==> src/mavt_pkg.sv <==
// ----------------------------------------------------------------------------
// Multi-turn angle and velocity tracker package
// Shared widths, quadrant codes, sequencer states and the request type of the
// shared arithmetic unit.
// ----------------------------------------------------------------------------
package mavt_pkg;

	localparam int ANGLE_BITS   = 12;
	localparam int TURN_BITS    = 16;
	localparam int POS_BITS     = ANGLE_BITS + TURN_BITS;
	localparam int TPS_BITS     = 30;
	localparam int ELAPSED_BITS = 20;
	localparam int VEL_BITS     = 32;
	localparam int QUAD_BITS    = 3;
	localparam int MAG_BITS     = POS_BITS;
	localparam int PROD_BITS    = MAG_BITS + TPS_BITS;
	localparam int MUL_STEPS    = TPS_BITS;
	localparam int DIV_STEPS    = VEL_BITS - 1;
	localparam int CNT_BITS     = $clog2(DIV_STEPS);
	localparam int ALU_BITS     = MAG_BITS + 2;

	localparam int S_TDATA_BITS = ((ANGLE_BITS + ELAPSED_BITS + 7) / 8) * 8;
	localparam int M_FIELD_BITS = POS_BITS + TURN_BITS + QUAD_BITS + VEL_BITS;
	localparam int M_TDATA_BITS = ((M_FIELD_BITS + 7) / 8) * 8;

	localparam logic [TPS_BITS-1:0] TPS_RESET = TPS_BITS'(1000000);

	localparam logic [ANGLE_BITS:0] QUARTER_1 = (ANGLE_BITS + 1)'(1 << (ANGLE_BITS - 2));
	localparam logic [ANGLE_BITS:0] QUARTER_2 = (ANGLE_BITS + 1)'(2 << (ANGLE_BITS - 2));
	localparam logic [ANGLE_BITS:0] QUARTER_3 = (ANGLE_BITS + 1)'(3 << (ANGLE_BITS - 2));

	localparam logic signed [TURN_BITS-1:0] TURN_MAX = {1'b0, {(TURN_BITS - 1){1'b1}}};
	localparam logic signed [TURN_BITS-1:0] TURN_MIN = {1'b1, {(TURN_BITS - 1){1'b0}}};

	localparam logic signed [VEL_BITS-1:0] VEL_MAX = {1'b0, {(VEL_BITS - 1){1'b1}}};
	localparam logic signed [VEL_BITS-1:0] VEL_MIN = {1'b1, {(VEL_BITS - 1){1'b0}}};

	typedef logic [QUAD_BITS-1:0] quad_t;

	localparam quad_t QUAD_NONE = 3'd0;
	localparam quad_t QUAD_1    = 3'd1;
	localparam quad_t QUAD_2    = 3'd2;
	localparam quad_t QUAD_3    = 3'd3;
	localparam quad_t QUAD_4    = 3'd4;

	localparam logic CMD_ZERO   = 1'b0;
	localparam logic CMD_SAMPLE = 1'b1;

	typedef enum logic [2:0] {
		ST_IDLE,
		ST_UPD,
		ST_ABS,
		ST_MUL,
		ST_CHK,
		ST_DIV,
		ST_FIN
	} state_t;

	typedef struct packed {
		logic                sub;
		logic [ALU_BITS-1:0] a;
		logic [ALU_BITS-1:0] b;
	} alu_req_t;

endpackage

==> src/multiturn_angle_velocity_tracker_unit.sv <==
// ----------------------------------------------------------------------------
// Multi-turn angle and velocity tracker
// Unwraps absolute angle samples into a multi-turn position and computes the
// velocity with one shared add/subtract unit under a small sequencer.
// A sample with nonzero elapsed ticks passes update, sign, serial multiply,
// range check, serial divide and output steps; a saturated velocity skips the
// divide. A zero command or a sample with zero elapsed ticks goes from update
// straight to output. The block takes no new request until it is back in idle,
// so the serial multiply and divide on the shared unit set the pace; it waits
// in the output step while the output is held. Reset clears the sequencer and
// tracking state but not the datapath registers; ticks_per_second is 1000000.
// ----------------------------------------------------------------------------
module multiturn_angle_velocity_tracker_unit (
	input  logic                                  clk,
	input  logic                                  arst_n,
	input  logic                                  cfg_valid,
	output logic                                  cfg_ready,
	input  logic [mavt_pkg::TPS_BITS-1:0]         cfg_data,
	input  logic                                  s_tvalid,
	output logic                                  s_tready,
	// raw_angle [11:0], elapsed_ticks [31:12]
	input  logic [mavt_pkg::S_TDATA_BITS-1:0]     s_tdata,
	// command
	input  logic                                  s_tuser,
	output logic                                  m_tvalid,
	input  logic                                  m_tready,
	// total_position [27:0], turn_count [43:28], quadrant_now [46:44],
	// velocity [78:47], zero padding [79]
	output logic [mavt_pkg::M_TDATA_BITS-1:0]     m_tdata,
	// velocity_valid
	output logic                                  m_tuser
);
	import mavt_pkg::*;

	state_t                        state_q, state_d;
	logic [TPS_BITS-1:0]           tps_q;
	logic [ANGLE_BITS-1:0]         zero_offset_q;
	quad_t                         last_quad_q;
	logic signed [TURN_BITS-1:0]   turns_q;
	logic signed [POS_BITS-1:0]    last_pos_q;
	logic [CNT_BITS-1:0]           cnt_q;
	logic                          m_tvalid_q;

	logic                          cmd_q;
	logic [ANGLE_BITS-1:0]         raw_q;
	logic [ELAPSED_BITS-1:0]       elapsed_q;
	logic signed [POS_BITS:0]      delta_q;
	logic                          neg_q;
	logic [MAG_BITS-1:0]           mag_q;
	logic [PROD_BITS-1:0]          prod_q;
	logic [ELAPSED_BITS-1:0]       rem_q;
	logic                          ovf_q;
	logic                          vvalid_q;

	logic signed [POS_BITS-1:0]    out_pos_q;
	logic signed [TURN_BITS-1:0]   out_turns_q;
	quad_t                         out_quad_q;
	logic signed [VEL_BITS-1:0]    out_vel_q;
	logic                          out_vvalid_q;

	logic                          in_take;
	logic                          out_free;
	logic                          out_load;
	logic                          has_velocity;
	logic [ANGLE_BITS-1:0]         corr;
	quad_t                         quad_new;
	logic signed [TURN_BITS-1:0]   turns_new;
	logic signed [POS_BITS-1:0]    pos_new;
	logic signed [POS_BITS:0]      delta_new;
	logic [POS_BITS:0]             delta_neg;
	alu_req_t                      alu_req;
	logic [ALU_BITS:0]             alu_sum;
	logic                          alu_carry;
	logic [MAG_BITS:0]             mul_hi;
	logic                          div_bit;
	logic [VEL_BITS-1:0]           quot_ext;
	logic signed [VEL_BITS-1:0]    vel_fin;

	assign cfg_ready = 1'b1;
	assign in_take   = s_tvalid && s_tready;
	assign out_free  = !m_tvalid_q || m_tready;
	assign m_tvalid  = m_tvalid_q;
	assign m_tuser   = out_vvalid_q;
	assign m_tdata   = M_TDATA_BITS'({out_vel_q, out_quad_q, out_turns_q, out_pos_q});

	assign has_velocity = (cmd_q == CMD_SAMPLE) && (elapsed_q != '0);

	// Angle unwrap and position update.
	always_comb begin
		corr = raw_q - zero_offset_q;
		if ({1'b0, corr} <= QUARTER_1) begin
			quad_new = QUAD_1;
		end else if ({1'b0, corr} <= QUARTER_2) begin
			quad_new = QUAD_2;
		end else if ({1'b0, corr} <= QUARTER_3) begin
			quad_new = QUAD_3;
		end else begin
			quad_new = QUAD_4;
		end
		turns_new = turns_q;
		if (quad_new == QUAD_1 && last_quad_q == QUAD_4 && turns_q != TURN_MAX) begin
			turns_new = turns_q + TURN_BITS'(1);
		end else if (quad_new == QUAD_4 && last_quad_q == QUAD_1 && turns_q != TURN_MIN) begin
			turns_new = turns_q - TURN_BITS'(1);
		end
		pos_new   = {turns_new, corr};
		delta_new = {pos_new[POS_BITS-1], pos_new} - {last_pos_q[POS_BITS-1], last_pos_q};
		delta_neg = (POS_BITS + 1)'(0) - delta_q;
	end

	// Shared add/subtract unit; a set carry on a subtract means a >= b.
	always_comb begin
		alu_sum   = {1'b0, alu_req.a} + {1'b0, alu_req.sub ? ~alu_req.b : alu_req.b}
			+ (ALU_BITS + 1)'(alu_req.sub);
		alu_carry = alu_sum[ALU_BITS];
		mul_hi    = prod_q[0] ? alu_sum[MAG_BITS:0] : {1'b0, prod_q[PROD_BITS-1:TPS_BITS]};
		div_bit   = prod_q[DIV_STEPS-1];
	end

	always_comb begin
		quot_ext = {1'b0, prod_q[DIV_STEPS-1:0]};
		if (!vvalid_q) begin
			vel_fin = '0;
		end else if (ovf_q) begin
			vel_fin = neg_q ? VEL_MIN : VEL_MAX;
		end else if (neg_q) begin
			vel_fin = VEL_BITS'(0) - quot_ext;
		end else begin
			vel_fin = quot_ext;
		end
	end

	// Sequencer next state.
	always_comb begin
		state_d = state_q;
		unique case (state_q)
			ST_IDLE: if (s_tvalid) state_d = ST_UPD;
			ST_UPD:  state_d = has_velocity ? ST_ABS : ST_FIN;
			ST_ABS:  state_d = ST_MUL;
			ST_MUL:  if (cnt_q == CNT_BITS'(MUL_STEPS - 1)) state_d = ST_CHK;
			ST_CHK:  state_d = alu_carry ? ST_FIN : ST_DIV;
			ST_DIV:  if (cnt_q == CNT_BITS'(DIV_STEPS - 1)) state_d = ST_FIN;
			ST_FIN:  if (out_free) state_d = ST_IDLE;
			default: state_d = ST_IDLE;
		endcase
	end

	// Sequencer outputs and shared unit operand selection.
	always_comb begin
		s_tready    = 1'b0;
		out_load    = 1'b0;
		alu_req.sub = 1'b0;
		alu_req.a   = '0;
		alu_req.b   = '0;
		unique case (state_q)
			ST_IDLE: s_tready = 1'b1;
			ST_MUL: begin
				alu_req.a = ALU_BITS'(prod_q[PROD_BITS-1:TPS_BITS]);
				alu_req.b = ALU_BITS'(mag_q);
			end
			ST_CHK: begin
				alu_req.sub = 1'b1;
				alu_req.a   = ALU_BITS'(prod_q[PROD_BITS-1:DIV_STEPS]);
				alu_req.b   = ALU_BITS'(elapsed_q);
			end
			ST_DIV: begin
				alu_req.sub = 1'b1;
				alu_req.a   = ALU_BITS'({rem_q, div_bit});
				alu_req.b   = ALU_BITS'(elapsed_q);
			end
			ST_FIN:  out_load = out_free;
			default: ;
		endcase
	end

	always_ff @(posedge clk or negedge arst_n) begin
		if (!arst_n) begin
			state_q       <= ST_IDLE;
			tps_q         <= TPS_RESET;
			zero_offset_q <= '0;
			last_quad_q   <= QUAD_NONE;
			turns_q       <= '0;
			last_pos_q    <= '0;
			cnt_q         <= '0;
			m_tvalid_q    <= 1'b0;
		end else begin
			state_q <= state_d;
			if (cfg_valid && cfg_ready) begin
				tps_q <= cfg_data;
			end
			if (state_q == ST_UPD) begin
				if (cmd_q == CMD_ZERO) begin
					zero_offset_q <= raw_q;
				end else begin
					last_quad_q <= quad_new;
					turns_q     <= turns_new;
					last_pos_q  <= pos_new;
				end
			end
			if (state_q == ST_MUL || state_q == ST_DIV) begin
				cnt_q <= cnt_q + CNT_BITS'(1);
			end else begin
				cnt_q <= '0;
			end
			if (out_load) begin
				m_tvalid_q <= 1'b1;
			end else if (m_tready) begin
				m_tvalid_q <= 1'b0;
			end
		end
	end

	always_ff @(posedge clk) begin
		if (in_take) begin
			cmd_q     <= s_tuser;
			raw_q     <= s_tdata[ANGLE_BITS-1:0];
			elapsed_q <= s_tdata[ANGLE_BITS+ELAPSED_BITS-1:ANGLE_BITS];
		end
		unique case (state_q)
			ST_UPD: begin
				delta_q  <= delta_new;
				vvalid_q <= has_velocity;
				ovf_q    <= 1'b0;
			end
			ST_ABS: begin
				neg_q  <= delta_q[POS_BITS];
				mag_q  <= delta_q[POS_BITS] ? delta_neg[MAG_BITS-1:0] : delta_q[MAG_BITS-1:0];
				prod_q <= PROD_BITS'(tps_q);
			end
			ST_MUL: prod_q <= {mul_hi, prod_q[TPS_BITS-1:1]};
			ST_CHK: begin
				ovf_q <= alu_carry;
				rem_q <= prod_q[DIV_STEPS+ELAPSED_BITS-1:DIV_STEPS];
			end
			ST_DIV: begin
				rem_q <= alu_carry ? alu_sum[ELAPSED_BITS-1:0]
					: {rem_q[ELAPSED_BITS-2:0], div_bit};
				prod_q[DIV_STEPS-1:0] <= {prod_q[DIV_STEPS-2:0], alu_carry};
			end
			default: ;
		endcase
		if (out_load) begin
			out_pos_q    <= last_pos_q;
			out_turns_q  <= turns_q;
			out_quad_q   <= last_quad_q;
			out_vel_q    <= vel_fin;
			out_vvalid_q <= vvalid_q;
		end
	end

	a_busy_after_request: assert property (@(posedge clk) disable iff (!arst_n)
		in_take |=> state_q == ST_UPD)
		else $error("sequencer did not start after a request");

	a_turns_only_on_update: assert property (@(posedge clk) disable iff (!arst_n)
		state_q != ST_UPD |=> $stable(turns_q))
		else $error("turn count changed outside the update cycle");

	a_valid_velocity_has_quadrant: assert property (@(posedge clk) disable iff (!arst_n)
		(m_tvalid && m_tuser) |-> out_quad_q != QUAD_NONE)
		else $error("valid velocity reported without a quadrant");

	a_div_count_range: assert property (@(posedge clk) disable iff (!arst_n)
		state_q == ST_DIV |-> cnt_q <= CNT_BITS'(DIV_STEPS - 1))
		else $error("divide step count out of range");

endmodule
==> config.mk <==
export PLATFORM = sky130hd
export DESIGN_NAME = multiturn_angle_velocity_tracker_unit
export DESIGN_NICKNAME = d
export VERILOG_FILES = /design/src/mavt_pkg.sv /design/src/multiturn_angle_velocity_tracker_unit.sv
export SDC_FILE = /design/constraint.sdc
export NUM_CORES = 1
export LEC_CHECK = 0
export BUFFER_PORTS_ARGS = -buffer_cell sky130_fd_sc_hd__buf_2
export CAP_MARGIN = 20
export CORE_MARGIN = 3
export CORE_UTILIZATION = 40
export CTS_BUF_LIST = sky130_fd_sc_hd__clkbuf_8
export CTS_CLUSTER_DIAMETER = 80
export DETAILED_ROUTE_END_ITERATION = 16
export GPL_ROUTABILITY_DRIVEN = 0
export GPL_TIMING_DRIVEN = 0
export PLACE_DENSITY = 0.67
export SLEW_MARGIN = 40
export SYNTH_ARGS = -nofsm -noshare
export SYNTH_HDL_FRONTEND = slang
export SYNTH_SLANG_ARGS = --single-unit
==> constraint.sdc <==
create_clock -name clk -period 6.45 [get_ports clk]
set_input_delay 1.935 -clock clk [delete_from_list [all_inputs] [get_ports clk]]
set_output_delay 1.935 -clock clk [all_outputs]
set_load 0.01 [all_outputs]
==> run_results.csv <==
group,metric,value,unit
clock_tree,cts.sinks,317,
synth,ys_warn_count,0,
synth,yosysTopAreaCell,"edfxtp_1",
clock_tree,cts_buffers,54,
pwr,peakVddDrop,0.258,mV
sta,fin_crit_sh,0.950,
synth,synth_edf_count,235,
synth,synth_top_family_by_area,"simple AND/OR/NAND/NOR gates",
floorplan,start_util,0.410,
pwr,power_density,602,mW/mm²
clock_tree,cts_root_buffer,"clkbuf_8",
clock_tree,ctsResizeCount,1,
floorplan,placementRows,77,
synth,syn_area_per_cell,10.2,µm²
worst_setup_path,path_max_fanout,10,
clock_tree,cts.path.max_buffers,3,
floorplan,die_area,0.0485,mm²
synth,synth_top_area_share,0.384,
sta,min_period,6.13,ns
sta,hold_viol_final,0,
synth,ys.flop_type,"edfxtp_1",
finish,multiInputGateArea,0.00861,mm²
floorplan,fp.coreArea,0.0448,mm²
synth,synth-xor-area-share,0.0634,
global_route,antenna_found_initial,2,
synth,ys_top_cells_by_area,"edfxtp_1 38%, dfrtp_1 10%, ha_1 5.0%",
sta,slew_violations,0,
worst_setup_path,rr_endpoint,"delta_q[27]",
drt,dr.pass1.iters,6,
hold_path,hp-start,"delta_q[28]",
hold_path,worst_hold_path.endpoint,"neg_q",
synth,syn_area,0.0184,mm²
worst_setup_path,r2r-start,"zero_offset_q[0]",
clock_tree,htreeDepth,2,
sta,tightest_slew,0.885,ns
finish,fin_util,0.475,
finish,area_growth,16.0,%
worst_setup_path,worstPathRequired,6.83,ns
synth,synth.most_common_cell,"edfxtp_1",
global_route,grt.total_usage,0.197,
job,cap_viol_max_count,0,
worst_setup_path,worstSetupPathType,"register to register",
drt,drc,0,
synth,syn-num-nets,1944,
clock_tree,hold_buffers,0,
synth,yosys.area_share.simple,0.154,
worst_setup_path,start_kind,"register",
sta,max-slew-margin-rel,0.405,
sta,finalWorstSetupSlack,0.324,ns
placement,numPortBuffers,148,
synth,synth.mux.area_fraction,0.0420,
global_route,grt_pass1_vias,14404,
global_route,overflow,0,
worst_setup_path,reg2regPathDepth,21,
drt,vias,14667,
drt,routed_wl,48100,µm
global_route,grt_start_max_net_pins,51,
clock_tree,clkLatencyLatePin,0.68,ns
sta,finalClockSkew,0.0602,ns
sta,setup_viol,0,
clock_tree,postCtsSetupRepairBufs,0,
worst_setup_path,crit_path_end_kind,"register",
synth,yosysSeqAreaShare,0.497,
synth,ys_ff_latch,317,
synth,synthArstFlopShare,0.259,
sta,setup_tns,0,ns
placement,dpl.hpwl,35500,µm
synth,synth_adder_area_share,0.0536,
drt,via_per_inst,5.53,
hold_path,hp-class,"register to register",
hold_path,holdPathStages,0,
clock_tree,tritoncts,"yes",
sta,fmax,0.163,GHz
pwr,finalPower,12800,µW
finish,drive_gt1_frac,0.165,
placement,pre_cts_slack,0.0149,ns
synth,synth-compound-area-share,0.151,
finish,seqCellArea,0.00912,mm²
pwr,p_leak,0.00840,µW
sta,rsz0062_at_grt,"false",
floorplan,io_pins,152,
floorplan,dieHeight,220,µm
global_route,grt_first_pass_wirelength,76200,µm
finish,fill_cells,4156,
synth,ys_top_cells_by_count,"235 x edfxtp_1, 230 x nand2_1, 136 x o21ai_0",
status,status,"finished clean",
worst_setup_path,arrival,6.50,ns
synth,synth_cell_types,77,
drt,drtIter0Drc,1190,
finish,layout.nets,2154,
floorplan,die_x,220,µm
clock_tree,clk_pin_slew,0.06,ns
drt,wl_per_cell,18.2,µm
drt,ant_nets,0,
worst_setup_path,r2r_slack,0.32,ns
synth,synth_cells,1800,
sta,hold_ws,0.441,ns
## through the flow
step	std cells	cell area, µm²
detailed placement	2546	20000
finish	2650	21300
global placement	2540	19800
global route	2650	21300
floorplan	1800	18400
CTS	2648	21300
## area by class of cell
cell class | count | area share
antenna | 2 | 0.000235
buffer | 98 | 0.0211
clock buffer | 57 | 0.0368
clock inverter | 45 | 0.0202
inverter | 73 | 0.0129
multi-input combinational | 1312 | 0.404
sequential | 317 | 0.428
tap | 592 | 0.0348
timing repair buffer | 154 | 0.0417
## cell families (layout without fill, tap and decap cells)
| group | Yosys count | after routing |
|---|---|---|
| simple gates | 593 | 593 |
| compound gates | 434 | 434 |
| flops | 317 | 317 |
| buf+inv | 171 | 427 |
| xor+xnor | 133 | 133 |
| fa+ha+maj | 77 | 77 |
| mux | 73 | 73 |
| other cells | 2 | 4 |
## power by group
group	total, µW	internal, µW	leakage, µW	switching [µW]
combinational	6850	2790	0.00454	4060
sequential	3940	3370	0.00320	569
clock	2030	1150	0.000649	876
## flip-flops by register name (all words and copies together) (netlist names), 12 cells and up
register,cells
prod_q,58
out_vel_q,32
tps_q,30
delta_q,29
mag_q,28
out_pos_q,28
elapsed_q,20
rem_q,20
turns_q,16
last_pos_q,12
raw_q,12
zero_offset_q,12
## worst max path at each step
stage	start	end	depth (start not counted)
floorplan	zero_offset_q[0]	delta_q[27]	20
CTS	zero_offset_q[0]	delta_q[24]	20
finish	zero_offset_q[0]	delta_q[27]	21
global placement	m_tready	out_pos_q[15]	3
detailed placement	raw_q[0]	delta_q[24]	21
global route	zero_offset_q[0]	delta_q[27]	20
## worst max-delay path, stage by stage, from the launching register on
cell      delay [ns]
dfrtp_1         0.38
ha_1            0.24
fa_1            0.41
nand2b_1        0.18
a211o_1         0.33
nand2_1         0.11
xor2_1          0.11
or4_1           0.65
o41a_1          0.40
clkbuf_1        0.23
buf_2           0.27
nand3_1         0.20
o22ai_1         0.13
xnor2_1         0.14
ha_1            0.34
a21o_1          0.19
a21o_1          0.18
a21oi_1         0.25
o22a_1          0.22
or3b_2          0.49
a211oi_1        0.29
xnor2_1         0.10
## cell usage in the layout (no fill, tap or decap), types with 73 or more instances in the layout
cell      synthesis  final
xnor2_1          90     90
buf_2             0    150
dfrtp_1          75     75
o21ai_0         136    136
edfxtp_1        235    235
ha_1             73     73
inv_1            71     76
nand2_1         230    229
nor2_1          121    118
a21oi_1          99     99
## metal layers
layer / global-route usage / routed length, µm / up-vias
met5: 0 / 0 / -
met1: 0.255 / 20300 / 7004
met3: 0.0286 / 3240 / 118
met4: 0.0897 / 2010 / 0
met2: 0.327 / 22600 / 578
li1: - / - / 6967
Power figures use the tool's default switching activity.
